## config.mk

```make
export PLATFORM = sky130hd
export DESIGN_NAME = bmb_store
export DESIGN_NICKNAME = d
export VERILOG_FILES = /design/src/rtl/core/blockwise_minmax_bounds_defines.svh /design/src/rtl/core/bmb_pkg.sv /design/src/rtl/core/bmb_store.sv
export SDC_FILE = /design/constraint.sdc
export NUM_CORES = 2
export LEC_CHECK = 0
export ABC_AREA = 1
export BUFFER_PORTS_ARGS = -buffer_cell sky130_fd_sc_hd__buf_4
export CORE_MARGIN = 2
export CORE_UTILIZATION = 50
export CTS_BUF_LIST = sky130_fd_sc_hd__clkbuf_2 sky130_fd_sc_hd__clkbuf_4 sky130_fd_sc_hd__clkbuf_8
export DETAILED_ROUTE_END_ITERATION = 7
export HOLD_SLACK_MARGIN = 0.08
export PLACE_DENSITY = 0.68
export REMOVE_ABC_BUFFERS = 1
export SLEW_MARGIN = 30
export SYNTH_ARGS = -nofsm -noshare
export SYNTH_HDL_FRONTEND = slang
export SYNTH_SLANG_ARGS = --single-unit
```

## constraint.sdc

```tcl
create_clock -name clk -period 1.03 [get_ports clk]
set_input_delay 0.1545 -clock clk [delete_from_list [all_inputs] [get_ports clk]]
set_output_delay 0.1545 -clock clk [all_outputs]
set_load 0.02 [all_outputs]
```

## src/rtl/core/blockwise_minmax_bounds_defines.svh

```systemverilog
// Assertion macros for the bounding-box block.
// Included by the modules that carry assertions; expects clk and rst_n in scope.
`ifndef BLOCKWISE_MINMAX_BOUNDS_DEFINES_SVH
`define BLOCKWISE_MINMAX_BOUNDS_DEFINES_SVH

// same-cycle implication
`define BMB_CHECK(label, ante, cons, msg) \
    label: assert property (@(posedge clk) disable iff (!rst_n) (ante) |-> (cons)) \
        else $error(msg);

// next-cycle implication
`define BMB_CHECK_NEXT(label, ante, cons, msg) \
    label: assert property (@(posedge clk) disable iff (!rst_n) (ante) |=> (cons)) \
        else $error(msg);

`endif

```

## src/rtl/core/bmb_pkg.sv

```systemverilog
// Shared constants, types and helpers of the bounding-box block.
// No dependencies.
`timescale 1ns / 1ps
`default_nettype none

package bmb_pkg;

    localparam int DEF_MAX_DIMS    = 64;
    localparam int DEF_VALUE_WIDTH = 32;

    localparam int DIM_CNT_W = 7;   // dim_count register
    localparam int DIM_IDX_W = 6;   // dim_index field
    localparam int BOX_W     = 16;  // box_size, box_index, pose counter
    localparam int OUT_W     = 32;  // min_value / max_value fields

    localparam int APB_DW    = 32;
    localparam int CFG_AW    = 3;
    localparam int CFG_IDX_W = 1;

    localparam logic [CFG_IDX_W-1:0] REG_DIM_COUNT = 1'd0;
    localparam logic [CFG_IDX_W-1:0] REG_BOX_SIZE  = 1'd1;

    localparam logic [DIM_CNT_W-1:0] DIM_COUNT_RST = 7'd1;
    localparam logic [BOX_W-1:0]     BOX_SIZE_RST  = 16'd16;

    typedef struct packed {
        logic [DIM_CNT_W-1:0] dim_count;
        logic [BOX_W-1:0]     box_size;
    } cfg_t;

    typedef struct packed {
        logic rd_en;
        logic wr_en;
        logic clr;
    } store_ctl_t;

    function automatic int addr_w(input int depth);
        return (depth > 1) ? $clog2(depth) : 1;
    endfunction

endpackage

`default_nettype wire

```

## src/rtl/core/bmb_store.sv

```systemverilog
// Per-dimension min/max store: one synchronous RAM, registered read,
// valid bits so unwritten entries read as the sentinel extremes. Depends on bmb_pkg.
`timescale 1ns / 1ps
`default_nettype none

module bmb_store #(
    parameter int MAX_DIMS    = bmb_pkg::DEF_MAX_DIMS,
    parameter int VALUE_WIDTH = bmb_pkg::DEF_VALUE_WIDTH
) (
    input  wire logic                                      clk,
    input  wire logic                                      rst_n,
    input  wire bmb_pkg::store_ctl_t                       ctl,
    input  wire logic [bmb_pkg::addr_w(MAX_DIMS)-1:0]      rd_addr,
    input  wire logic [bmb_pkg::addr_w(MAX_DIMS)-1:0]      wr_addr,
    input  wire logic [2*VALUE_WIDTH-1:0]                  wr_data,
    output logic signed [VALUE_WIDTH-1:0]                  rd_min,
    output logic signed [VALUE_WIDTH-1:0]                  rd_max
);
    import bmb_pkg::*;

    localparam logic [VALUE_WIDTH-1:0] MOST_POS = {1'b0, {(VALUE_WIDTH-1){1'b1}}};
    localparam logic [VALUE_WIDTH-1:0] MOST_NEG = {1'b1, {(VALUE_WIDTH-1){1'b0}}};

    // word layout: {min, max}
    logic [2*VALUE_WIDTH-1:0] entry_mem [MAX_DIMS];
    logic [2*VALUE_WIDTH-1:0] q_reg;
    logic                     q_valid_reg;
    logic [MAX_DIMS-1:0]      valid_reg, valid_next;

    always_ff @(posedge clk)
    begin
        if (ctl.wr_en)
        begin
            entry_mem[wr_addr] <= wr_data;
        end
        if (ctl.rd_en)
        begin
            q_reg <= entry_mem[rd_addr];
        end
    end

    always_comb
    begin
        valid_next = valid_reg;
        if (ctl.clr)
        begin
            valid_next = '0;
        end
        if (ctl.wr_en)
        begin
            valid_next[wr_addr] = 1'b1;
        end
    end

    always_ff @(posedge clk or negedge rst_n)
    begin
        if (!rst_n)
        begin
            valid_reg   <= '0;
            q_valid_reg <= 1'b0;
        end
        else
        begin
            valid_reg <= valid_next;
            if (ctl.rd_en)
            begin
                q_valid_reg <= valid_reg[rd_addr];
            end
        end
    end

    assign rd_min = q_valid_reg ? q_reg[2*VALUE_WIDTH-1:VALUE_WIDTH] : MOST_POS;
    assign rd_max = q_valid_reg ? q_reg[VALUE_WIDTH-1:0]             : MOST_NEG;

endmodule

`default_nettype wire

```

# After elaboration in Yosys (flattened, before gate mapping)
# Memories as Yosys holds them, arrays and structs flattened. A register that Yosys moved wholly into a read port is not among the register bits.
# Cells that the tools add are included.
# op_classes
order_cmp,3
n_mux,10
bitwise,1
reduce_logical,1
# ops
op,count
$mux W64,2
$mux W32,2
$or A64 B64 Y64,1
$lt A6 B7 Y1 const B,2
$bmux W1 S6,1
$demux W1 S6,1
$ge A6 B1 Y1 const B,1
$mux W1,4
$logic_and A1 B1 Y1,1
# totals
regBits,65
mem_bits_rw,4096
input_bits,81
out_inout_bits,64
word_cells,18
mem_count,1
# mem_list
name,words,width,rd,rd_ports_with_merged_regs,write_ports,line,text
entry_mem,64,64,1,1,1,bmb_store.sv:25,logic [2*VALUE_WIDTH-1:0] entry_mem [MAX_DIMS];

# Depth between registers and ports, before layout
# logic_depth
word_depth,6
ltp_mapped,13
mapped_depth_nobuf,9

# Least setup slack after synthesis
# Ideal clock, no wire load.
# synth_path
path_type,input to register
from,input port ctl[1] (netlist bit)
to,"memory entry_mem[48][0] (netlist bit), enable pin"
setup_ps,486
arrival_ps,3597
t_required_ps,544
slack_ps,-3054
stages,4
n_path_buf,2
path_cell_list,clkbuf_1 > nand3_1 > clkbuf_1 > nor2_1
# synth_between
elab_chain_cells,2
# synth_lines
element,line,text
start: declaration,bmb_store.sv:12,"input wire bmb_pkg::store_ctl_t ctl,"
$mux W1,bmb_store.sv:32,if (ctl.wr_en)
$mux W1 (not written as such),bmb_store.sv:34,entry_mem[wr_addr] <= wr_data;
end: declaration,bmb_store.sv:25,
# Every way passes these cells.

# Final worst setup path
# layout_path
from,register q_valid_reg
to,output port rd_max[29]
# layout_between
elab_chain_cells,1
# layout_lines
element,line,text
start: declaration,bmb_store.sv:27,logic q_valid_reg;
start signal: assignment,bmb_store.sv:67,q_valid_reg <= valid_reg[rd_addr];
$mux W32,bmb_store.sv:73,assign rd_max = q_valid_reg ? q_reg[VALUE_WIDTH-1:0] : MOST_NEG;
end: declaration,bmb_store.sv:17,output logic signed [VALUE_WIDTH-1:0] rd_max
# Every way passes these cells.

==> impl_results.md <==
- Sequential element share of the synthesized area: approximately three quarters
- CTS clk-pin slew, worst paths: around 60 ps
- Hold Crit Depth: 6
- Via/cell ratio: 5.98
- Worst slew margin: about 42%
- Fin nets: around 15000
- Clock latency on the worst-skew pair: between 1000 and 1500 ps
- Commonest register cell after synthesis: edfxtp_1
- Clock skew: 60.1 ps
- CTS tree: yes
- Delay-heaviest family, CP: buffers and inverters
- CP required: ~880 ps
- Vias in the first global route: 114000
- Ranking of synthesized cells by area: edfxtp_1 (74%), nand3_1 (8.9%), nand2_1 (7.9%), o21ai_0 (1.9%), nor2_1 (1.3%)
- Synthesized area per cell: about 12 um2
- H-tree Lvls: 6
- Fin crit period: roughly 2600 ps
- Crit Path Class: flop to output port
- Max frequency: 386 MHz
- Filler cell count: 25000
- Non-filler cells, final: about 20000
- Count leader, synth: edfxtp_1
- Max stage delay on crit path: roughly 530 ps
- Initial antenna violation count: 9
- Detailed Route WL: 533 mm
- DRC viols: 0
- Root buffer cell: clkbuf_8
- Slowest cell on the critical path: dfrtp_4
- Port bufs: approximately 140
- Seq cells post-synth: about 4200
- Synth Area in XOR/XNOR: 0%
- R2r setup slk: -400 ps
- Max-slew violations: 0
- RR Endpoint: q_reg[47]
- CTS max path bufs: 4
- Compound-Gate Fraction of Synth Area: 3.47%
- Share of the synthesized area in the top cell type: roughly 74%
- Ys Warns: 0
- Maxcap violations: 0
- CP startpoint kind: flop
- Die X: about 580 um
- Area post-placement: about 190000 um2
- Cell area power density: ~1700 nW/um2
- Overflow after GRT: 0
- Part of the cycle the worst path needs: 252%
- GRT Resource Usage Total: roughly 31%
- Total number of vias: between 100k and 150k
- Worst Hold Endpoint: valid_reg[21]
- Antenna-violating nets left: 0
- Largest family of logic cells by synthesized area: simple AND/OR/NAND/NOR gates
- Die Ht: ~600 um
- Synth cell count leaders: edfxtp_1 (4160), nand2_1 (3529), nand3_1 (3014), o21ai_0 (639), nor2_1 (576)
- Post-synthesis cell type count: 19
- Share of cells above drive strength 1: between 20% and 30%
- Placed cell count: 18800
- Avg WL per Cell: between 20 and 30 um
- Number of flip-flops in the largest register: 4096
- Hold crit path type: primary input to flop
- Pleak: ~75 nW
- Synth Area in Adders: 0%
- I/O pin cnt: 145
- Setup crit end kind: output port
- Area delta synth->final: 22.6%
- Placeable core region: roughly 340000 um2
- Setup violators final: about 1100
- Initial DRC count: 18700
- Peak supply drop: 0.00125 V
- Simple-Gate Fraction of Synth Area: a little under a fifth
- Outcome: finished with violations
- Number of flops mapped to enable cells by yosys: between 4000 and 5000
- Worst-Margin Slew: about 860 ps
- Die area: 342000 um2
- GPL Wtd Cong: around 0.9
- R2r worst-path depth: 8
- Initial Util: between 50 and 60%
- Cell count after synthesis: between 10000 and 15000
- Crit path cell chain: buf_12 -> buf_16 -> nand2_2 -> inv_2 -> buf_6
- Final non-filler cell area: between 200000 and 250000 um2
- Worst reg2reg path startpoint: entry_mem[9][47]
- Final Hold Fails: between 500 and 600
- Clk sinks: 4225
- Async set or reset register ratio after synthesis: under 10%
- Drt first pass iters: 6
- Mux share of post-synthesis cell area: 0%
- Mapped cell area: between 150000 and 200000 um2
- Crit path DAT: between 2000 and 2500 ps
- RSZ-0062 raised after global routing: yes
- Power, Total: ~0.36 W
- Critical path fanouts, max: 7
- Largest net degree at the start of global routing: between 60 and 70
- Row count: around 210
- Worst Slack Setup Final: -1560 ps
- Post-DP HPWL: around 320 mm
- Largest area contributor in the netlist: edfxtp_1
- Violated checks: negative hold slack, negative setup slack
- Min-Delay Startpoint: wr_addr[1]
- First-pass GRT wire length: approximately 770 mm
- Final hold slack: -258 ps
- CP bufs+invs: 4
- CTS Buf Count: 663
-- worst register-to-register path: stages, from the launching register on --
cell and delay [ps]:
edfxtp_1 430, a21oi_2 220, o21ai_1 90, nand3_1 130, nand3_2 120, nand3_2 100
nand2_2 50, nand2_1 50, nand2_1 40
-- cell families after synthesis --
| kind of cell | Yosys count |
|---|---|
| flip-flops | 4225 |
| buffers and inverters | 1217 |
| AO/OA/AOI/OAI | 1090 |
| AND/OR/NAND/NOR | 7127 |
-- cell usage in the layout, fill, tap and decap left out, types with 31 or more instances in the layout --
cell and n:
nor2_4 64, clkinv_2 47, dlygate4sd3_1 163, o21ai_0 285, clkbuf_4 222, buf_4 865, nand2_4 68, edfxtp_1 4160
o22ai_1 313, a21oi_1 80, nand3_2 192, nor2_1 500, clkbuf_8 676, nand2_1 3358, a21oi_2 49, o21ai_2 43
inv_1 241, buf_6 67, nand2_2 103, buf_12 623, dfrtp_1 64, clkinv_1 144, nand3_1 2817, o21ai_1 313
inv_2 31
-- metal layers --
layer	track usage, %	part of all wire, %	up-vias
li1	-	-	52100
met1	41.9	37	58700
met2	47.9	46	8218
met3	6.32	12	1325
met4	12.2	4.4	4
met5	0	0.0045	-
-- stage by stage --
step | setup TNS (ps) | worst slack (ps) | utilization (%)
after floorplan | - | -14800 | -
after global placement | -2985350 | -1130 | 56.4
after detailed placement | -3043210 | -1160 | 56.4
after CTS | -542130 | -1650 | 61.0
after global routing | -233580 | -1610 | 61.5
final | -206540 | -1560 | 61.5
-- repair_timing --
item	CTS	global route
endpoints found under the hold margin	8450	3007
setup buffers	1	6
pin swaps	265	228
cloned	3	4
resized for setup	581	443
hold buffers	161	13
setup endpoints to repair	129	4493
-- report_power, final --
group / internal (W) / leakage (nW) / switching [W]
combinational: 0.00989 / 29.5 / 0.0182
clock: 0.0722 / 6.71 / 0.0669
sequential: 0.190 / 38.4 / 0.000603
total: 0.272 / 74.6 / 0.0857
-- worst max path at each step --
stage | start | to | depth (start not counted)
floorplan | rd_addr[0] | q_reg[11] | 9
global placement | rd_addr[0] | q_reg[11] | 13
detailed placement | rd_addr[0] | q_reg[11] | 13
CTS | q_valid_reg | rd_max[18] | 5
global route | q_valid_reg | rd_max[29] | 5
finish | q_valid_reg | rd_max[29] | 5
-- area by class of cell --
class                           count  area (um2)  area share [%]
Antenna cell                        5        12.5         0.00605
Tap cell                         4515        5650            2.73
Clock inverter                    256        1760           0.850
Clock buffer                      897       11000            5.30
Sequential cell                  4225      127000            61.2
Multi-Input combinational cell   8217       39100            18.9
Inverter                          278        1090           0.525
Timing Repair Buffer             1738       21700            10.5
No activity file was read; power rests on OpenSTA's default activity.
