File: src/rtl/core/blockwise_minmax_bounds_defines.svh
// Assertion macros for the bounding-box block.
// Included by the modules that carry assertions; expects clk and rst_n in scope.
`ifndef BLOCKWISE_MINMAX_BOUNDS_DEFINES_SVH
`define BLOCKWISE_MINMAX_BOUNDS_DEFINES_SVH

// same-cycle implication
`define BMB_CHECK(label, ante, cons, msg) \
    label: assert property (@(posedge clk) disable iff (!rst_n) (ante) |-> (cons)) \
        else $error(msg);

// next-cycle implication
`define BMB_CHECK_NEXT(label, ante, cons, msg) \
    label: assert property (@(posedge clk) disable iff (!rst_n) (ante) |=> (cons)) \
        else $error(msg);

`endif

File: src/rtl/core/bmb_pkg.sv
// Shared constants, types and helpers of the bounding-box block.
// No dependencies.
`timescale 1ns / 1ps
`default_nettype none

package bmb_pkg;

    localparam int DEF_MAX_DIMS    = 64;
    localparam int DEF_VALUE_WIDTH = 32;

    localparam int DIM_CNT_W = 7;   // dim_count register
    localparam int DIM_IDX_W = 6;   // dim_index field
    localparam int BOX_W     = 16;  // box_size, box_index, pose counter
    localparam int OUT_W     = 32;  // min_value / max_value fields

    localparam int APB_DW    = 32;
    localparam int CFG_AW    = 3;
    localparam int CFG_IDX_W = 1;

    localparam logic [CFG_IDX_W-1:0] REG_DIM_COUNT = 1'd0;
    localparam logic [CFG_IDX_W-1:0] REG_BOX_SIZE  = 1'd1;

    localparam logic [DIM_CNT_W-1:0] DIM_COUNT_RST = 7'd1;
    localparam logic [BOX_W-1:0]     BOX_SIZE_RST  = 16'd16;

    typedef struct packed {
        logic [DIM_CNT_W-1:0] dim_count;
        logic [BOX_W-1:0]     box_size;
    } cfg_t;

    typedef struct packed {
        logic rd_en;
        logic wr_en;
        logic clr;
    } store_ctl_t;

    function automatic int addr_w(input int depth);
        return (depth > 1) ? $clog2(depth) : 1;
    endfunction

endpackage

`default_nettype wire

File: src/rtl/core/bmb_cfg.sv
// APB register file: dim_count and box_size.
// Depends on bmb_pkg.
`timescale 1ns / 1ps
`default_nettype none

module bmb_cfg (
    input  wire logic                         clk,
    input  wire logic                         rst_n,
    input  wire logic                         psel,
    input  wire logic                         penable,
    input  wire logic                         pwrite,
    input  wire logic [bmb_pkg::CFG_AW-1:0]   paddr,
    input  wire logic [bmb_pkg::APB_DW-1:0]   pwdata,
    output logic      [bmb_pkg::APB_DW-1:0]   prdata,
    output logic                              pready,
    output bmb_pkg::cfg_t                     cfg
);
    import bmb_pkg::*;

    logic [DIM_CNT_W-1:0] dim_count_reg, dim_count_next;
    logic [BOX_W-1:0]     box_size_reg, box_size_next;
    logic [CFG_IDX_W-1:0] reg_idx;
    logic                 wr_fire;

    assign pready  = 1'b1;
    assign reg_idx = paddr[CFG_AW-1:2];
    assign wr_fire = psel && penable && pwrite && pready;

    always_comb
    begin
        dim_count_next = dim_count_reg;
        box_size_next  = box_size_reg;
        if (wr_fire)
        begin
            case (reg_idx)
                REG_DIM_COUNT: dim_count_next = pwdata[DIM_CNT_W-1:0];
                REG_BOX_SIZE:  box_size_next  = pwdata[BOX_W-1:0];
                default:       ;
            endcase
        end
    end

    always_ff @(posedge clk or negedge rst_n)
    begin
        if (!rst_n)
        begin
            dim_count_reg <= DIM_COUNT_RST;
            box_size_reg  <= BOX_SIZE_RST;
        end
        else
        begin
            dim_count_reg <= dim_count_next;
            box_size_reg  <= box_size_next;
        end
    end

    always_comb
    begin
        case (reg_idx)
            REG_DIM_COUNT: prdata = APB_DW'(dim_count_reg);
            REG_BOX_SIZE:  prdata = APB_DW'(box_size_reg);
            default:       prdata = '0;
        endcase
    end

    assign cfg.dim_count = dim_count_reg;
    assign cfg.box_size  = box_size_reg;

endmodule

`default_nettype wire

File: config.mk
export PLATFORM = sky130hd
export DESIGN_NAME = bmb_cfg
export DESIGN_NICKNAME = d
export VERILOG_FILES = /design/src/rtl/core/blockwise_minmax_bounds_defines.svh /design/src/rtl/core/bmb_pkg.sv /design/src/rtl/core/bmb_cfg.sv
export SDC_FILE = /design/constraint.sdc
export NUM_CORES = 1
export LEC_CHECK = 0
export ABC_AREA = 0
export ABC_CLOCK_PERIOD_IN_PS = 1250
export BUFFER_PORTS_ARGS = -buffer_cell sky130_fd_sc_hd__buf_2
export CAP_MARGIN = 20
export CORE_ASPECT_RATIO = 2
export CORE_MARGIN = 2
export CORE_UTILIZATION = 39
export CTS_CLUSTER_SIZE = 12
export DETAILED_ROUTE_END_ITERATION = 10
export PLACE_DENSITY_LB_ADDON = 0.08
export SYNTH_ARGS = -nofsm -noshare
export SYNTH_HDL_FRONTEND = slang
export SYNTH_SLANG_ARGS = --single-unit
File: constraint.sdc
create_clock -name clk -period 1.25 [get_ports clk]
set_input_delay 0.25 -clock clk [delete_from_list [all_inputs] [get_ports clk]]
set_output_delay 0.25 -clock clk [all_outputs]
set_load 0.02 [all_outputs]
# == After elaboration in Yosys (flattened, before gate mapping) ==
# Index checks and enable logic that the tools add are counted.
# word_totals
input_bits,40
elab_cells,8
out_inout_bits,56
ff_bits,23
# classes
bitwise_logic,1
reduce_logical,4
mux,1
# ops
cell,count
one-hot mux 32 bit (2 select lines),1
AND reduction 2 bit,2
logical AND 1 bit,2
NOT 1 bit,1

# == Logic depth before layout (Yosys ltp) ==
# Gate-level depths: netlist of run 1.
# depth
word_depth,3
ltp_mapped,4
mapped_depth_nobuf,2

# == Least setup slack after synthesis of run 1 ==
# Ideal clock, no wire load.
# synth_timing
path_kind,input to output
startpoint,input port paddr[2] (netlist bit)
endpoint,output port prdata[6] (netlist bit)
path_slack_ps,-16
stages,3
arrival_ps,1016
path_buffers,2
t_required_ps,1000
cell_sequence,buf_4 clkbuf_1 mux2_2
# synth_between
elab_chain_len,2
# synth_lines
element,line,text
"start, declared",bmb_cfg.sv:12,"input wire logic [bmb_pkg::CFG_AW-1:0] paddr,"
NOT 1 bit,-,
one-hot mux 32 bit (2 select lines) *,bmb_cfg.sv:59,case (reg_idx)
"end, declared",bmb_cfg.sv:14,"output logic [bmb_pkg::APB_DW-1:0] prdata,"
# Mark *: on every way between the ends. The rest lies on a longest branch, timed or not. The select of a mux whose other input is x is not followed.

# == Worst setup path in the final report of run 1 ==
# layout_timing
startpoint,register dim_count_reg[2]
endpoint,output port prdata[2] (netlist bit)
# layout_between
elab_chain_len,1
# layout_lines
element,line,text
"start, declared",bmb_cfg.sv:20,"logic [DIM_CNT_W-1:0] dim_count_reg, dim_count_next;"
"start signal, assigned",bmb_cfg.sv:52,dim_count_reg <= dim_count_next;
one-hot mux 32 bit (2 select lines),bmb_cfg.sv:59,
# No other way between the ends. The select of a mux whose other input is x is not followed.

==> flow_summary.ini, run 1 <==
[finish]
diodes = 0
drive_gt1_share_pct = 69.0
layout_commonest_cell = buf_2
final_cell_mix = buf_2 (51), dfrtp_1 (21), mux2_4 (17), conb_1 (17)
area_growth_pct = 39.3
register_area_um2 = 578
fillers = 271
largest_reg_flops = 16
multi_input_area_um2 = 567
final_area_um2 = 1690
nets = 199
instances_no_fill = 188

[worst_setup_path]
arrival_ps = 1070
end_kind = primary output
cp_cell_sequence = mux2_4, buf_6
worstPathRequired_ps = 1000
critical_path_depth = 2
critical-path-top-delay-family = flip-flops
timing.rr.end = dim_count_reg[2]
cp-endpoint = prdata[2]
path_class = flop to primary output
crit_slowest_cell = dfrtp_1
slowest_delay_ps = 400
reg2regPathDepth = 2
r2r_start = dim_count_reg[2]
critPathLaunch = dim_count_reg[2]
path_buf_inv = 1
rrSetupSlack_ps = 350
startpoint_type = flop
worstPathMaxFanout = 2

[grt]
grt_remaining_overflow = 0
grt_pass1_wl_mm = 3.95
grt_usage_pct = 14.1
grt_pass1_vias = 867
grt_max_degree = 24
antenna_found_initial = 0

[placement]
io_buffers = 60
dpl_cell_area_um2 = 1500
gp_congestion = 0.663
dp_cells = 175
hpwlAfterDp_mm = 1.85

[timing]
whs_ps = 220
rsz0062_at_grt = yes
period_minus_slack_ps = 1320
slew_violations = 0
setup_violations = 7
min_period_over_period_pct = 106
hold_viol = 0
max_freq_ghz = 0.756
layout_setup_ws_ps = -72.2
finClkSkew_ps = 0

[die]
boundaryPins = 96
die_h_um = 82.9
design.die.area_um2 = 3600
initial_utilization_pct = 40.7
rows = 28
coreArea_um2 = 2980
dieWidth_um = 43.4

[synthesis]
seq_area_frac_synth_pct = 47.7
syn_area_per_cell_um2 = 14.1
netlist_area_um2 = 1210
synth_cell_types = 11
synthTopCellsByArea = dfrtp_1 (43%), mux2_2 (19%), mux2_4 (12%)
synthCells = 86
synth_top_area_share_pct = 43.3
yosys_warnings = 0
synth_area_leader_cell = dfrtp_1
ys_seq_elements = 23

[cts]
insertion_delay_ps = 260
cts.path.max_buffers = 2
clock-sinks = 23
htreeDepth = 1
cts_tree = built
cts_buffers = 3
cts.root.buffer_cell = clkbuf_8
path_clk_slew_ps = 80

[power_and_ir_drop]
swShare_pct = 35.4
p_per_area_nw_per_um2 = 1600
leakage_nw = 0.938
p_sw_uw = 957
power.internal_mw = 1.75
power_frac_comb_pct = 45.5
ir_drop_uv = 765
seqPwrFrac_pct = 38.0
clockPowerShare_pct = 16.5

[drt]
vias_per_cell = 4.60
route.final.wire_length_mm = 2.57
dr.pass1.iters = 2
final_antenna_net_count = 0
vias = 864
drc_errors = 0
first_iter_violations = 6
wl_per_cell_um = 13.7

[flow_run]
maxCapViolations = 0

[run_status]
violations = negative setup slack
status = complete, but fails checks

[worst_hold_path]
hold_path_class = input pin to flop
worstHoldStart = pwdata[15]
-- Yosys cell counts --
library cell and number:
nand4b_4 1, buf_4 18, dfstp_2 2, nand4_4 1, clkbuf_1 1, mux2_4 10
and2_1 9, mux2_2 20, conb_1 2, buf_6 1, dfrtp_1 21
-- area by class of cell --
cell class / instances / share of cell area [%]
clock buffer: 4 / 2.67
multi-input combinational: 58 / 33.6
sequential: 23 / 34.2
tap: 30 / 2.22
timing repair buffer: 73 / 27.3
-- power by group through the flow --
stage          Combinational [mW]  Clock [mW]  Sequential [mW]
2_1_floorplan               0.507           0             1.24
3_3_place_gp                 1.01           0             1.04
3_5_place_dp                 1.02           0             1.05
4_1_cts                      1.21       0.464             1.03
5_1_grt                      1.31       0.492             1.05
6_report                     1.23       0.447             1.03
-- per-stage QoR --
stage | worst slack (ps) | utilization [%] | TNS, ps | total power [mW]
after floorplan | 48.3 | - | 0 | 1.75
after global placement | -72.2 | 50.3 | -1120 | 2.05
after detailed placement | -95.8 | 50.3 | -1530 | 2.07
after CTS | -80.4 | 55.9 | -438 | 2.70
after global routing | -105 | 56.7 | -661 | 2.85
final | -72.2 | 56.7 | -418 | 2.71
-- per-layer routing --
metal | part of all wire [%] | GRT usage, % | vias to the layer above
li1 | - | - | 398
met1 | 36 | 16.1 | 420
met2 | 56 | 25.1 | 42
met3 | 6.4 | 1.96 | 4
met4 | 1.2 | 5.79 | 0
met5 | 0 | 0 | -
-- worst register-to-register path, stage by stage, from the launching register on --
cell	delay (ps)
dfrtp_1	400
buf_4	140
mux2_2	250
-- kinds of logic (layout without fill, tap and decap cells) --
logic type	count (synthesis)	count (layout)	synth area share, %
DFF	23	23	47.7
buffers and inverters	20	77	12.4
muxes	30	30	31.0
other	2	17	0.619
and+or+nand+nor	11	11	8.36
-- worst min path at each step --
stage                        to  slack [ps]  cells after the start
3_3_place_gp    box_size_reg[8]         250                      1
4_1_cts        box_size_reg[15]         220                      2
2_1_floorplan   box_size_reg[0]         -50                      0
5_1_grt        box_size_reg[14]         220                      2
3_5_place_dp    box_size_reg[8]         250                      1
6_report       box_size_reg[15]         220                      2
-- timing repair --
action / 4_1_cts / 5_1_grt
hold buffers: 1 / 0
endpoints found under the setup margin: 8 / 9
gates cloned: 0 / 0
gates resized for setup: 18 / 5
buffers inserted: 7 / 1
hold endpoints to repair: 21 / 0
Note: power is estimated with default switching activity, not from simulation.
==> inputs of run 2 (changes only) <==
--- a/constraint.sdc
+++ b/constraint.sdc
@@ -3,2 +3,2 @@
 set_output_delay 0.25 -clock clk [all_outputs]
-set_load 0.02 [all_outputs]
+set_load 0.01 [all_outputs]
==> flow_summary.ini, run 2 (synthesis results as in run 1) <==
[drt]
vias = 872
wl_per_cell_um = 13.8
drc_errors = 0
vias_per_cell = 4.61
first_iter_violations = 10
final_antenna_net_count = 0
dr.pass1.iters = 3
route.final.wire_length_mm = 2.61

[cts]
path_clk_slew_ps = 80
clock-sinks = 23
insertion_delay_ps = 260
cts.root.buffer_cell = clkbuf_8
cts_tree = built
htreeDepth = 1
cts_buffers = 3
cts.path.max_buffers = 2

[placement]
dpl_cell_area_um2 = 1500
gp_congestion = 0.679
hpwlAfterDp_mm = 1.85
io_buffers = 60

[timing]
min_period_over_period_pct = 105
finClkSkew_ps = 0
slew_violations = 0
period_minus_slack_ps = 1310
slew_headroom_pct = 65.2
layout_setup_ws_ps = -57.4
tightestPinTransition_ps = 523
max_freq_ghz = 0.765
rsz0062_at_grt = yes
setup_violations = 7
hold_viol = 0

[power_and_ir_drop]
seqPwrFrac_pct = 41.2
p_sw_uw = 740
total_power_mw = 2.49
clockPowerShare_pct = 18.4
swShare_pct = 29.7
power_frac_comb_pct = 40.4
leakage_nw = 0.939
power.internal_mw = 1.75
p_per_area_nw_per_um2 = 1470
ir_drop_uv = 993

[die]
dieWidth_um = 43.4
rows = 28
initial_utilization_pct = 40.7
design.die.area_um2 = 3600
boundaryPins = 96
die_h_um = 82.9
coreArea_um2 = 2980

[finish]
multi_input_area_um2 = 567
register_area_um2 = 578
nets = 200
final_util_pct = 56.8
final_cell_mix = buf_2 (53), dfrtp_1 (21), mux2_4 (17), conb_1 (17), mux2_2 (13)
area_growth_pct = 39.5
largest_reg_flops = 16
final_area_um2 = 1690
fillers = 270
diodes = 0
layout_commonest_cell = buf_2
drive_gt1_share_pct = 69.2

[worst_setup_path]
slowest_delay_ps = 400
path_class = flop to primary output
cp_cell_sequence = mux2_4, buf_6
startpoint_type = flop
worstPathMaxFanout = 3
worstPathRequired_ps = 1000
crit_slowest_cell = dfrtp_1
arrival_ps = 1060
end_kind = primary output

[grt]
grt_remaining_overflow = 0
antenna_found_initial = 0
grt_max_degree = 24
grt_usage_pct = 15.0
grt_pass1_vias = 850
grt_pass1_wl_mm = 4.20

[run_status]
status = complete, but fails checks
violations = negative setup slack

[worst_hold_path]
hold_path_class = input pin to flop

[flow_run]
maxCapViolations = 0
-- run 2: cell count changes in the layout (fill, tap and decap cells not counted), sizes merged --
cell / before / now
buf: 72 / 73
-- run 2: routing by layer --
| layer | global-route usage, % | wire, um | part of all wire, % |
|---|---|---|---|
| met1 | 19.1 | 985 | 38 |
| met2 | 25.2 | 1450 | 56 |
| met3 | 1.52 | 152 | 5.8 |
| met4 | 5.79 | 22 | 0.84 |
| met5 | 0 | 0 | 0 |
-- run 2: area by class of cell --
cell class,count,area share (%)
sequential,23,34.2
multi-input combinational,58,33.5
timing repair buffer,74,27.4
clock buffer,4,2.66
tap,30,2.22
-- run 2: worst max-delay path: cells and delay by family (launching register included) --
family	cells	cell delay, ps
buffers and inverters	1	120
DFF	1	400
muxes	1	280
-- run 2: power groups by stage --
| stage | Clock (mW) | Combinational (mW) | Sequential [mW] |
|---|---|---|---|
| final | 0.457 | 1.01 | 1.03 |
| after global routing | 0.488 | 1.08 | 1.06 |
| after CTS | 0.475 | 0.961 | 1.02 |
| after detailed placement | 0 | 0.794 | 1.04 |
| after global placement | 0 | 0.789 | 1.03 |
| after floorplan | 0 | 0.408 | 1.11 |
-- run 2: what timing repair did --
| item | 4_1_cts | 5_1_grt |
|---|---|---|
| hold buffers | 1 | 0 |
| gates cloned | 0 | 0 |
| hold endpoints to repair | 21 | 0 |
| gates resized for setup | 8 | 6 |
| setup endpoints to repair | 7 | 7 |
| buffers inserted | 7 | 2 |
-- run 2: final timing paths --
kind | to | depth (start not counted) | start | slack, ps
max in group asynchronous | dim_count_reg[0] | 2 | rst_n | 370
min | box_size_reg[15] | 2 | pwdata[15] | 220
max reg2reg | dim_count_reg[1] | 2 | dim_count_reg[1] | 350
min in group asynchronous | box_size_reg[7] | 2 | rst_n | 510
min reg2reg | box_size_reg[13] | 1 | box_size_reg[13] | 530
max | prdata[4] | 2 | dim_count_reg[4] | -60
-- run 2: per-stage QoR --
step	TNS, ps	hold WS, ps	cells	setup slack (ps)
2_1_floorplan	0	-45.6	101	14.5
3_3_place_gp	0	251	175	23.2
3_5_place_dp	0	262	175	11.4
4_1_cts	-354	208	187	-59.2
5_1_grt	-566	211	189	-93.7
6_report	-332	215	189	-57.4
