==> src/rtl/core/blockwise_minmax_bounds_defines.svh <==
// Assertion macros for the bounding-box block.
// Included by the modules that carry assertions; expects clk and rst_n in scope.
`ifndef BLOCKWISE_MINMAX_BOUNDS_DEFINES_SVH
`define BLOCKWISE_MINMAX_BOUNDS_DEFINES_SVH

// same-cycle implication
`define BMB_CHECK(label, ante, cons, msg) \
    label: assert property (@(posedge clk) disable iff (!rst_n) (ante) |-> (cons)) \
        else $error(msg);

// next-cycle implication
`define BMB_CHECK_NEXT(label, ante, cons, msg) \
    label: assert property (@(posedge clk) disable iff (!rst_n) (ante) |=> (cons)) \
        else $error(msg);

`endif

==> src/rtl/core/bmb_pkg.sv <==
// Shared constants, types and helpers of the bounding-box block.
// No dependencies.
`timescale 1ns / 1ps
`default_nettype none

package bmb_pkg;

    localparam int DEF_MAX_DIMS    = 64;
    localparam int DEF_VALUE_WIDTH = 32;

    localparam int DIM_CNT_W = 7;   // dim_count register
    localparam int DIM_IDX_W = 6;   // dim_index field
    localparam int BOX_W     = 16;  // box_size, box_index, pose counter
    localparam int OUT_W     = 32;  // min_value / max_value fields

    localparam int APB_DW    = 32;
    localparam int CFG_AW    = 3;
    localparam int CFG_IDX_W = 1;

    localparam logic [CFG_IDX_W-1:0] REG_DIM_COUNT = 1'd0;
    localparam logic [CFG_IDX_W-1:0] REG_BOX_SIZE  = 1'd1;

    localparam logic [DIM_CNT_W-1:0] DIM_COUNT_RST = 7'd1;
    localparam logic [BOX_W-1:0]     BOX_SIZE_RST  = 16'd16;

    typedef struct packed {
        logic [DIM_CNT_W-1:0] dim_count;
        logic [BOX_W-1:0]     box_size;
    } cfg_t;

    typedef struct packed {
        logic rd_en;
        logic wr_en;
        logic clr;
    } store_ctl_t;

    function automatic int addr_w(input int depth);
        return (depth > 1) ? $clog2(depth) : 1;
    endfunction

endpackage

`default_nettype wire

==> src/rtl/core/bmb_if.sv <==
// Stream interfaces: pose values in, box extents out.
// Depends on bmb_pkg.
`timescale 1ns / 1ps
`default_nettype none

interface bmb_in_if #(
    parameter int VALUE_WIDTH = bmb_pkg::DEF_VALUE_WIDTH
);
    logic                          valid;
    logic                          ready;
    logic signed [VALUE_WIDTH-1:0] value;
    logic                          end_of_set;

    modport source (output valid, value, end_of_set, input ready);
    modport sink   (input valid, value, end_of_set, output ready);
endinterface

interface bmb_out_if;
    logic                                 valid;
    logic                                 ready;
    logic        [bmb_pkg::BOX_W-1:0]     box_index;
    logic        [bmb_pkg::DIM_IDX_W-1:0] dim_index;
    logic signed [bmb_pkg::OUT_W-1:0]     min_value;
    logic signed [bmb_pkg::OUT_W-1:0]     max_value;
    logic                                 last_of_box;
    logic                                 last_of_set;

    modport source (output valid, box_index, dim_index, min_value, max_value,
                    last_of_box, last_of_set, input ready);
    modport sink   (input valid, box_index, dim_index, min_value, max_value,
                    last_of_box, last_of_set, output ready);
endinterface

`default_nettype wire

==> src/rtl/core/bmb_seq.sv <==
// Sequencer: pose/box counters, read-modify-write of the store with forwarding,
// box emission and the output register. Depends on bmb_pkg, bmb_if, defines header.
`timescale 1ns / 1ps
`default_nettype none
`include "blockwise_minmax_bounds_defines.svh"

module bmb_seq #(
    parameter int MAX_DIMS    = bmb_pkg::DEF_MAX_DIMS,
    parameter int VALUE_WIDTH = bmb_pkg::DEF_VALUE_WIDTH
) (
    input  wire logic                                 clk,
    input  wire logic                                 rst_n,
    bmb_in_if.sink                                    pose_in,
    bmb_out_if.source                                 box_out,
    input  wire bmb_pkg::cfg_t                        cfg,
    output bmb_pkg::store_ctl_t                       ctl,
    output logic [bmb_pkg::addr_w(MAX_DIMS)-1:0]      rd_addr,
    output logic [bmb_pkg::addr_w(MAX_DIMS)-1:0]      wr_addr,
    output logic [2*VALUE_WIDTH-1:0]                  wr_data,
    input  wire logic signed [VALUE_WIDTH-1:0]        rd_min,
    input  wire logic signed [VALUE_WIDTH-1:0]        rd_max
);
    import bmb_pkg::*;

    localparam int DIM_AW = addr_w(MAX_DIMS);
    localparam logic [DIM_CNT_W-1:0] DIMS_CAP = DIM_CNT_W'(MAX_DIMS);

    localparam logic [1:0] S_RUN   = 2'd0;  // taking pose values
    localparam logic [1:0] S_FLUSH = 2'd1;  // closing item's write lands
    localparam logic [1:0] S_EMIT  = 2'd2;  // one store read per dimension
    localparam logic [1:0] S_DRAIN = 2'd3;  // last read waits for output slot

    logic [1:0]                     state_reg, state_next;
    logic [DIM_IDX_W-1:0]           dim_cnt_reg, dim_cnt_next;
    logic [BOX_W-1:0]               pose_cnt_reg, pose_cnt_next;
    logic [BOX_W-1:0]               box_cnt_reg, box_cnt_next;
    logic [BOX_W-1:0]               emit_box_reg, emit_box_next;
    logic                           emit_eos_reg, emit_eos_next;

    logic                           upd_v_reg, upd_v_next;
    logic [DIM_AW-1:0]              upd_addr_reg, upd_addr_next;
    logic signed [VALUE_WIDTH-1:0]  upd_val_reg, upd_val_next;
    logic                           fwd_reg, fwd_next;
    logic signed [VALUE_WIDTH-1:0]  fwd_min_reg, fwd_max_reg;

    logic [DIM_CNT_W-1:0]           emit_idx_reg, emit_idx_next;
    logic                           rd_pend_reg, rd_pend_next;
    logic [DIM_IDX_W-1:0]           rd_pend_idx_reg, rd_pend_idx_next;
    logic                           rd_pend_last_reg, rd_pend_last_next;

    logic                           out_valid_reg, out_valid_next;
    logic [BOX_W-1:0]               box_index_reg;
    logic [DIM_IDX_W-1:0]           dim_index_reg;
    logic [OUT_W-1:0]               min_value_reg, max_value_reg;
    logic                           last_of_box_reg, last_of_set_reg;

    logic [DIM_CNT_W-1:0]           dims_eff;
    logic [BOX_W-1:0]               box_eff;
    logic                           in_acc, pose_end, box_end;
    logic [BOX_W-1:0]               pose_inc;
    logic signed [VALUE_WIDTH-1:0]  cur_min, cur_max, new_min, new_max;
    logic                           load, issue, emit_last, dim_in_range;
    logic [VALUE_WIDTH+OUT_W-1:0]   ext_min, ext_max;

    // effective sizes: zero means one, dims saturate at the store depth
    always_comb
    begin
        if (cfg.dim_count == '0)
            dims_eff = DIM_CNT_W'(1);
        else if (cfg.dim_count > DIMS_CAP)
            dims_eff = DIMS_CAP;
        else
            dims_eff = cfg.dim_count;
    end

    assign box_eff = (cfg.box_size == '0) ? BOX_W'(1) : cfg.box_size;

    assign pose_in.ready = (state_reg == S_RUN);
    assign in_acc        = pose_in.valid && pose_in.ready;

    assign pose_end = ((DIM_CNT_W'(dim_cnt_reg) + DIM_CNT_W'(1)) >= dims_eff)
                      || pose_in.end_of_set;
    assign pose_inc = pose_cnt_reg + BOX_W'(1);
    assign box_end  = pose_end && ((pose_inc >= box_eff) || pose_in.end_of_set);

    // modify stage; the store read is one write stale when the same entry repeats
    assign cur_min = fwd_reg ? fwd_min_reg : rd_min;
    assign cur_max = fwd_reg ? fwd_max_reg : rd_max;
    assign new_min = (upd_val_reg < cur_min) ? upd_val_reg : cur_min;
    assign new_max = (upd_val_reg > cur_max) ? upd_val_reg : cur_max;

    // emission
    assign load      = rd_pend_reg && (!out_valid_reg || box_out.ready);
    assign issue     = (state_reg == S_EMIT) && (!rd_pend_reg || load);
    assign emit_last = ((emit_idx_reg + DIM_CNT_W'(1)) == dims_eff);

    assign ctl.rd_en = in_acc || issue;
    assign ctl.wr_en = upd_v_reg;
    assign ctl.clr   = issue && emit_last;
    assign rd_addr   = (state_reg == S_EMIT) ? emit_idx_reg[DIM_AW-1:0]
                                             : dim_cnt_reg[DIM_AW-1:0];
    assign wr_addr   = upd_addr_reg;
    assign wr_data   = {new_min, new_max};

    assign ext_min = {{OUT_W{1'b0}}, rd_min};
    assign ext_max = {{OUT_W{1'b0}}, rd_max};

    always_comb
    begin
        state_next        = state_reg;
        dim_cnt_next      = dim_cnt_reg;
        pose_cnt_next     = pose_cnt_reg;
        box_cnt_next      = box_cnt_reg;
        emit_box_next     = emit_box_reg;
        emit_eos_next     = emit_eos_reg;
        upd_v_next        = in_acc;
        upd_addr_next     = upd_addr_reg;
        upd_val_next      = upd_val_reg;
        fwd_next          = in_acc && upd_v_reg
                            && (upd_addr_reg == dim_cnt_reg[DIM_AW-1:0]);
        emit_idx_next     = emit_idx_reg;
        rd_pend_next      = issue ? 1'b1 : (load ? 1'b0 : rd_pend_reg);
        rd_pend_idx_next  = rd_pend_idx_reg;
        rd_pend_last_next = rd_pend_last_reg;
        out_valid_next    = load ? 1'b1 : (box_out.ready ? 1'b0 : out_valid_reg);

        if (in_acc)
        begin
            upd_addr_next = dim_cnt_reg[DIM_AW-1:0];
            upd_val_next  = pose_in.value;
            dim_cnt_next  = pose_end ? '0 : dim_cnt_reg + DIM_IDX_W'(1);
            if (pose_end)
                pose_cnt_next = pose_inc;
            if (box_end)
            begin
                pose_cnt_next = '0;
                emit_box_next = box_cnt_reg;
                emit_eos_next = pose_in.end_of_set;
                box_cnt_next  = pose_in.end_of_set ? '0 : box_cnt_reg + BOX_W'(1);
            end
        end

        if (issue)
        begin
            emit_idx_next     = emit_idx_reg + DIM_CNT_W'(1);
            rd_pend_idx_next  = emit_idx_reg[DIM_IDX_W-1:0];
            rd_pend_last_next = emit_last;
        end

        case (state_reg)
            S_RUN:
            begin
                if (in_acc && box_end)
                begin
                    state_next    = S_FLUSH;
                    emit_idx_next = '0;
                end
            end
            S_FLUSH:
                state_next = S_EMIT;
            S_EMIT:
            begin
                if (issue && emit_last)
                    state_next = S_DRAIN;
            end
            S_DRAIN:
            begin
                if (load)
                    state_next = S_RUN;
            end
            default:
                state_next = S_RUN;
        endcase
    end

    always_ff @(posedge clk or negedge rst_n)
    begin
        if (!rst_n)
        begin
            state_reg     <= S_RUN;
            dim_cnt_reg   <= '0;
            pose_cnt_reg  <= '0;
            box_cnt_reg   <= '0;
            emit_box_reg  <= '0;
            emit_eos_reg  <= 1'b0;
            upd_v_reg     <= 1'b0;
            fwd_reg       <= 1'b0;
            emit_idx_reg  <= '0;
            rd_pend_reg   <= 1'b0;
            out_valid_reg <= 1'b0;
        end
        else
        begin
            state_reg     <= state_next;
            dim_cnt_reg   <= dim_cnt_next;
            pose_cnt_reg  <= pose_cnt_next;
            box_cnt_reg   <= box_cnt_next;
            emit_box_reg  <= emit_box_next;
            emit_eos_reg  <= emit_eos_next;
            upd_v_reg     <= upd_v_next;
            fwd_reg       <= fwd_next;
            emit_idx_reg  <= emit_idx_next;
            rd_pend_reg   <= rd_pend_next;
            out_valid_reg <= out_valid_next;
        end
    end

    always_ff @(posedge clk)
    begin
        upd_addr_reg     <= upd_addr_next;
        upd_val_reg      <= upd_val_next;
        fwd_min_reg      <= new_min;
        fwd_max_reg      <= new_max;
        rd_pend_idx_reg  <= rd_pend_idx_next;
        rd_pend_last_reg <= rd_pend_last_next;
        if (load)
        begin
            box_index_reg   <= emit_box_reg;
            dim_index_reg   <= rd_pend_idx_reg;
            min_value_reg   <= ext_min[OUT_W-1:0];
            max_value_reg   <= ext_max[OUT_W-1:0];
            last_of_box_reg <= rd_pend_last_reg;
            last_of_set_reg <= rd_pend_last_reg && emit_eos_reg;
        end
    end

    assign box_out.valid       = out_valid_reg;
    assign box_out.box_index   = box_index_reg;
    assign box_out.dim_index   = dim_index_reg;
    assign box_out.min_value   = min_value_reg;
    assign box_out.max_value   = max_value_reg;
    assign box_out.last_of_box = last_of_box_reg;
    assign box_out.last_of_set = last_of_set_reg;

    assign dim_in_range = (DIM_CNT_W'(dim_cnt_reg) < DIMS_CAP);

    `BMB_CHECK(a_upd_outside_emit, upd_v_reg, (state_reg == S_RUN) || (state_reg == S_FLUSH), "store update overlaps box emission")
    `BMB_CHECK_NEXT(a_flush_then_emit, state_reg == S_FLUSH, state_reg == S_EMIT, "flush not followed by emission")
    `BMB_CHECK(a_dim_cnt_in_store, 1'b1, dim_in_range, "dimension counter beyond store depth")
    `BMB_CHECK(a_pend_only_emitting, rd_pend_reg, (state_reg == S_EMIT) || (state_reg == S_DRAIN), "pending store read outside emission")

endmodule

`default_nettype wire

==> src/flat_wrapper.sv <==
// flat-port wrapper written by rule: the top's interface ports become plain ports
module bmb_seq_flat import bmb_pkg::*;
#(
    parameter int MAX_DIMS    = bmb_pkg::DEF_MAX_DIMS,
    parameter int VALUE_WIDTH = bmb_pkg::DEF_VALUE_WIDTH
)
  (clk, rst_n, cfg, ctl, rd_addr, wr_addr, wr_data, rd_min, rd_max, pose_in_valid, pose_in_value, pose_in_end_of_set, pose_in_ready, box_out_valid, box_out_box_index, box_out_dim_index, box_out_min_value, box_out_max_value, box_out_last_of_box, box_out_last_of_set, box_out_ready);
  bmb_in_if #(.VALUE_WIDTH(VALUE_WIDTH)) pose_in_i ();
  bmb_out_if box_out_i ();
  input  wire logic clk;
  input  wire logic rst_n;
  input  wire bmb_pkg::cfg_t cfg;
  output bmb_pkg::store_ctl_t ctl;
  output logic [bmb_pkg::addr_w(MAX_DIMS)-1:0] rd_addr;
  output logic [bmb_pkg::addr_w(MAX_DIMS)-1:0] wr_addr;
  output logic [2*VALUE_WIDTH-1:0] wr_data;
  input  wire logic signed [VALUE_WIDTH-1:0] rd_min;
  input  wire logic signed [VALUE_WIDTH-1:0] rd_max;
  input wire logic [$bits(pose_in_i.valid)-1:0] pose_in_valid;
  input wire logic [$bits(pose_in_i.value)-1:0] pose_in_value;
  input wire logic [$bits(pose_in_i.end_of_set)-1:0] pose_in_end_of_set;
  output wire logic [$bits(pose_in_i.ready)-1:0] pose_in_ready;
  output wire logic [$bits(box_out_i.valid)-1:0] box_out_valid;
  output wire logic [$bits(box_out_i.box_index)-1:0] box_out_box_index;
  output wire logic [$bits(box_out_i.dim_index)-1:0] box_out_dim_index;
  output wire logic [$bits(box_out_i.min_value)-1:0] box_out_min_value;
  output wire logic [$bits(box_out_i.max_value)-1:0] box_out_max_value;
  output wire logic [$bits(box_out_i.last_of_box)-1:0] box_out_last_of_box;
  output wire logic [$bits(box_out_i.last_of_set)-1:0] box_out_last_of_set;
  input wire logic [$bits(box_out_i.ready)-1:0] box_out_ready;
  assign pose_in_i.valid = pose_in_valid;
  assign pose_in_i.value = pose_in_value;
  assign pose_in_i.end_of_set = pose_in_end_of_set;
  assign pose_in_ready = pose_in_i.ready;
  assign box_out_valid = box_out_i.valid;
  assign box_out_box_index = box_out_i.box_index;
  assign box_out_dim_index = box_out_i.dim_index;
  assign box_out_min_value = box_out_i.min_value;
  assign box_out_max_value = box_out_i.max_value;
  assign box_out_last_of_box = box_out_i.last_of_box;
  assign box_out_last_of_set = box_out_i.last_of_set;
  assign box_out_i.ready = box_out_ready;
  bmb_seq #(.MAX_DIMS(MAX_DIMS), .VALUE_WIDTH(VALUE_WIDTH)) u_core (.clk(clk), .rst_n(rst_n), .pose_in(pose_in_i), .box_out(box_out_i), .cfg(cfg), .ctl(ctl), .rd_addr(rd_addr), .wr_addr(wr_addr), .wr_data(wr_data), .rd_min(rd_min), .rd_max(rd_max));
endmodule
==> config.mk <==
export PLATFORM = sky130hd
export DESIGN_NAME = bmb_seq_flat
export DESIGN_NICKNAME = d
export VERILOG_FILES = /design/src/rtl/core/bmb_pkg.sv /design/src/rtl/core/bmb_if.sv /design/src/rtl/core/bmb_seq.sv /design/src/flat_wrapper.sv
export VERILOG_INCLUDE_DIRS = /design/src /design/src/rtl/core
export SDC_FILE = /design/constraint.sdc
export NUM_CORES = 1
export LEC_CHECK = 0
export BUFFER_PORTS_ARGS = -buffer_cell sky130_fd_sc_hd__buf_2
export CORE_MARGIN = 4
export CORE_UTILIZATION = 50
export CTS_CLUSTER_SIZE = 20
export DETAILED_ROUTE_END_ITERATION = 6
export PLACE_DENSITY = 0.85
export SYNTH_ARGS = -nofsm -noshare
export SYNTH_HDL_FRONTEND = slang
export SYNTH_SLANG_ARGS = --single-unit
==> constraint.sdc <==
create_clock -name clk -period 3.6 [get_ports clk]
set_clock_uncertainty 0.1 [all_clocks]
set_input_delay 0.36 -clock clk [delete_from_list [all_inputs] [get_ports clk]]
set_output_delay 0.36 -clock clk [all_outputs]
set_load 0.01 [all_outputs]
# Word level (Yosys, flattened, before mapping)
# Cells that the tools add are included.
# word_totals
out_inout_bits	169
input_bits	124
reg_bits	265
# classes
add_sub_neg	5
muxes	23
n_reduce_logical	25
eq_ne	8
magnitude_cmp	5
# ops
cell	count
$mux 32	4
$mux 16	4
$mux 7	5
$add 16x1->16 const B	2
$gt 32x32->1	1
$lt 32x32->1	1
$ge 16x16->1	1
$logic_not 16->1	1
$mux 6	2
$logic_and 1x1->1	9
$pmux 2 s4	1
$add 6x1->7 const B	1
$add 7x1->7 const B	1
$eq 7x7->1	1
$ge 7x7->1	1
$gt 7x7->1 const B	1
$logic_not 7->1	1
$add 6x1->6 const B	1
$eq 6x6->1	1
$mux 2	3
$reduce_bool 2->1	3
$logic_or 1x1->1	5
$eq 2x2->1 const B	2
$mux 1	4
other kinds (7)	10

# Longest topological paths before layout
# logic_depth
depth_word	9
depth_mapped	16

# Least setup slack after synthesis
# Ideal clock, no wire load.
# synth_path
kind	flip-flop to output port
from	register u_core.fwd_reg
to	output wr_data[10]
stages_incl_launch_ff	14
arrival_ps	3512
path_slack_ps	-372
path_buffers	4
cell_sequence	dfrtp_1 buf_4 clkbuf_1 buf_1 mux2i_1 ha_1 a21o_1 a21o_1 a211o_1 o2111ai_1 nand4_1 o21ai_1 buf_2 mux2i_1
# synth_via
elab_chain_len	3
# synth_lines
element	line	source
from (decl)	bmb_seq.sv:43	logic fwd_reg, fwd_next;
from (signal assigned)	bmb_seq.sv:201	fwd_reg <= fwd_next;
$mux 32 (*)	bmb_seq.sv:88	assign cur_max = fwd_reg ? fwd_max_reg : rd_max;
$gt 32x32->1	bmb_seq.sv:90	assign new_max = (upd_val_reg > cur_max) ? upd_val_reg : cur_max;
$mux 32 (*)	bmb_seq.sv:90	
to (decl)	flat_wrapper.sv:16	output logic [2*VALUE_WIDTH-1:0] wr_data;
# Mark *: on every way between the ends. The rest lies on a longest branch, timed or not.

# Worst setup path in the final report
# layout_path
from	register u_core.fwd_reg
to	output wr_data[42]
# layout_via
elab_chain_len	3
# layout_lines
element	line	source
$mux 32 (*)	bmb_seq.sv:87	assign cur_min = fwd_reg ? fwd_min_reg : rd_min;
$lt 32x32->1	bmb_seq.sv:89	assign new_min = (upd_val_reg < cur_min) ? upd_val_reg : cur_min;
$mux 32 (*)	bmb_seq.sv:89	
# Marks and branches as above.

==> results.md <==
- Result of the run: finished, violations left
- Failing checks: setup timing
- Leak pwr: between 9 and 10 nW
- Count of placed standard cells including taps: 1,842
- Max-slew violation count: 0
- Overflow left after global routing: 0
- Critical Path Source Type: register
- Clock Latency Late Sink: about 550 ps
- Instance count of the mapped netlist: 1,143
- Final period util: 131%
- Worst path cell trace: clkbuf_16, buf_6, mux2_2, inv_1, ha_1, nand3_2, a21oi_2, o31a_1, or4_4, clkbuf_16, mux2i_1, mux2i_1, buf_2
- Synth Net Count: about 1,400
- Non-Filler Instances: between 2,000 and 2,500
- Number of cells on the worst reg-to-reg path: 14
- Synthesized flop and latch total: roughly 270
- Top-count cell post-synth: mux2i_1
- Fraction of the yosys area taken by sequential cells: 52.3%
- Number of cells on the critical path: 13
- Met3 wire len: 6.03 mm
- Worst-Margin Slew: between 900 and 1000 ps
- Top_reg_cell synth: edfxtp_1
- Std-Cell Rows: about 60
- Largest net degree at the start of global routing: 52
- TritonCTS clock tree: built
- Synthesized area: between 10,000 and 15,000 um2
- Mean area per synthesized cell: approximately 12 um2
- Worst Setup Slack, final: -1130 ps
- RSZ-0062 raised after global routing: yes
- Final TNS setup: -73,140 ps
- Input/output buffers: between 200 and 300
- Routed met1 length: between 15 and 20 mm
- Startpoint of the most critical setup path: u_core.fwd_reg
- Number of global-route vias before repair: ~12,000
- Initial antenna violation count: 9
- Drt via density: 6.17
- Most numerous cell types in the synthesized netlist: 159 x mux2i_1, 133 x edfxtp_1, 99 x nand2_1
- Fin. Hold Viols: 0
- CP Class: reg2out
- Maximum clock frequency: ~0.21 GHz
- Die W: between 150 and 200 um
- Global-route usage over all layers: between 20% and 30%
- Clock Sink Count: roughly 270
- Number of buffers and inverters on the critical path: 5
- Highest net fanout along the worst path: 8
- TritonCTS buffer count: 28
- Floorplan core area: 26,100 um2
- DRT iter0 DRCs: 1,412
- Met2 wire len: 25.5 mm
- Biggest area consumer among synthesized cells: edfxtp_1
- Top Layer Used: met5
- Num ports: around 290
- Nets@finish: ~1,900
- R2r endpoint: u_core.fwd_min_reg[11]
- Die area: ~29,000 um2
- Final HPWL DP: between 20 and 30 mm
- Root buf cell: clkbuf_16
- Initial core utilization: 51.1%
- Fraction of post-synthesis cell area in the top cell type by area: ~30%
- Class of the tightest hold or removal check: in2reg
- Overall via count from detail_route: 12,700
- End of the critical path: wr_data[42]
- Worst min-delay path startpoint: rd_min[30]
- Worst endpoint required time: approximately 3100 ps
- Layout-stage area growth over the synthesis result: 50.1%
- Antenna violation net count after detailed routing: 0
- Reported max-cap violation count: 0
- Maximum root-to-sink buffer count: 3
- CTS H-tree lvls: 1
- Gp weighted congestion: between 0.9 and 1
- Number of unique standard cell types used by synthesis: between 50 and 60
- Mean routed wirelength per cell: between 20 and 30 um
- Cell types with the largest area share after synthesis: edfxtp_1 30%, dfrtp_1 13%, mux2i_1 12%
- Post-detailed-route DRC marker count: 0
- Share of layout cells above drive strength 1: roughly 43%
- Launching point of the worst reg2reg path: u_core.fwd_reg
- CP Capture Type: primary output
- Proportion of synthesized flip-flops having asynchronous set or reset: about a quarter
- Register-to-register setup slack: -320 ps
- WHS Path Cells: 2
- Detailed-router iteration count before antenna repair: 6
- Worst vdd ir: approximately 0.50 mV
- Die H: ~170 um
- Clock-pin slew of the registers on the worst-case setup and hold paths: around 60 ps
- Drt total wl: approximately 54 mm
- Wire length of the first global-routing pass: 65.9 mm
- Min Clock Period, post-route: around 4700 ps
- Worst path arrival time: 4270 ps
- Slowest Stage Delay on Critical Path: ~630 ps
- Count of flip-flops with a built-in enable after synthesis: ~130
- Setup violators final: 156
- Largest delay share family, worst path: buffers and inverters
- Power density over the cells: slightly above 600 nW/um2
- Warnings, synthesis: 0
- Max transition margin: between 30% and 40%
- Slowest cell on the critical path: or4_4
[power breakdown]
part / switching (W) / internal, W / total [W] / leakage, nW
Combinational: 0.00252 / 0.00209 / 0.00461 / 6.08
Sequential: 0.000543 / 0.00412 / 0.00466 / 2.68
Clock: 0.00127 / 0.00163 / 0.00290 / 0.440
[layer usage]
| metal | vias up | global-route usage (%) |
|---|---|---|
| li1 | 5262 | - |
| met1 | 6039 | 32.9 |
| met2 | 1043 | 49.8 |
| met3 | 384 | 5.38 |
| met4 | 12 | 16.0 |
| met5 | - | 0 |
[final cells by class]
class                      count  area (um2)
clock buffer                  38         800
antenna                        4        10.0
fill                        1400        6090
inverter                      97         364
multi-input combinational    743        6990
sequential                   265        6980
tap                          335         419
clock inverter                13        96.3
timing repair buffer         569        4380
[layout by cell type (no fill, tap or decap), types with 7 or more instances in the layout]
cell,count
nand4_1,19
nand2_2,13
mux2_4,11
mux2i_4,32
nand3_1,23
xor2_1,12
mux2i_1,113
mux2i_2,14
buf_6,33
a21oi_1,17
edfxtp_1,133
mux2_2,32
ha_1,78
and3_1,7
dfrtp_1,65
nor3_1,7
a22o_1,8
dlygate4sd3_1,93
ha_4,15
nand2b_1,15
dfxtp_1,64
o211ai_1,7
a21oi_2,14
nor2_1,27
nand2_1,79
inv_1,88
inv_2,9
nor2b_1,11
buf_2,273
o21ai_2,13
o21ai_1,10
o21ai_0,23
buf_4,139
clkbuf_16,40
xnor2_1,18
a21o_1,18
buf_12,16
[kinds of logic after synthesis]
| group | synth area share [%] |
|---|---|
| mux | 15.6 |
| fa+ha+maj | 8.72 |
| xor+xnor | 2.50 |
| compound gates | 6.97 |
| flops | 52.3 |
| simple gates | 9.81 |
| buf+inv | 4.17 |
[repair_timing]
action,4_1_cts,5_1_grt
buffers inserted,18,44
cloned,1,14
endpoints found under the hold margin,129,0
setup endpoints to repair,145,121
hold buffers,93,0
gates resized for setup,52,238
pin swaps,11,62
[through the flow]
step	area, um2	util, %	setup WS, ps	total power, W	hold slack, ps
detailed placement	16100	61.6	-737	0.00784	305
finish	20000	76.7	-1130	0.0122	48.5
floorplan	13400	-	18.4	0.00636	-35.6
CTS	18300	70.1	-775	0.0110	2.46
global route	20000	76.7	-1200	0.0126	48.7
global placement	16100	61.6	-735	0.00768	303
[how the worst min path moves through the flow]
stage / to / slack [ps]
after detailed placement: u_core.box_out.dim_index[3] / 310
after CTS: u_core.box_out.min_value[10] / 2
after global routing: u_core.box_out.min_value[30] / 50
after floorplan: u_core.box_cnt_reg[0] / -40
final: u_core.box_out.min_value[30] / 50
after global placement: u_core.box_out.dim_index[0] / 300
No activity file was read; power rests on OpenSTA's default activity.
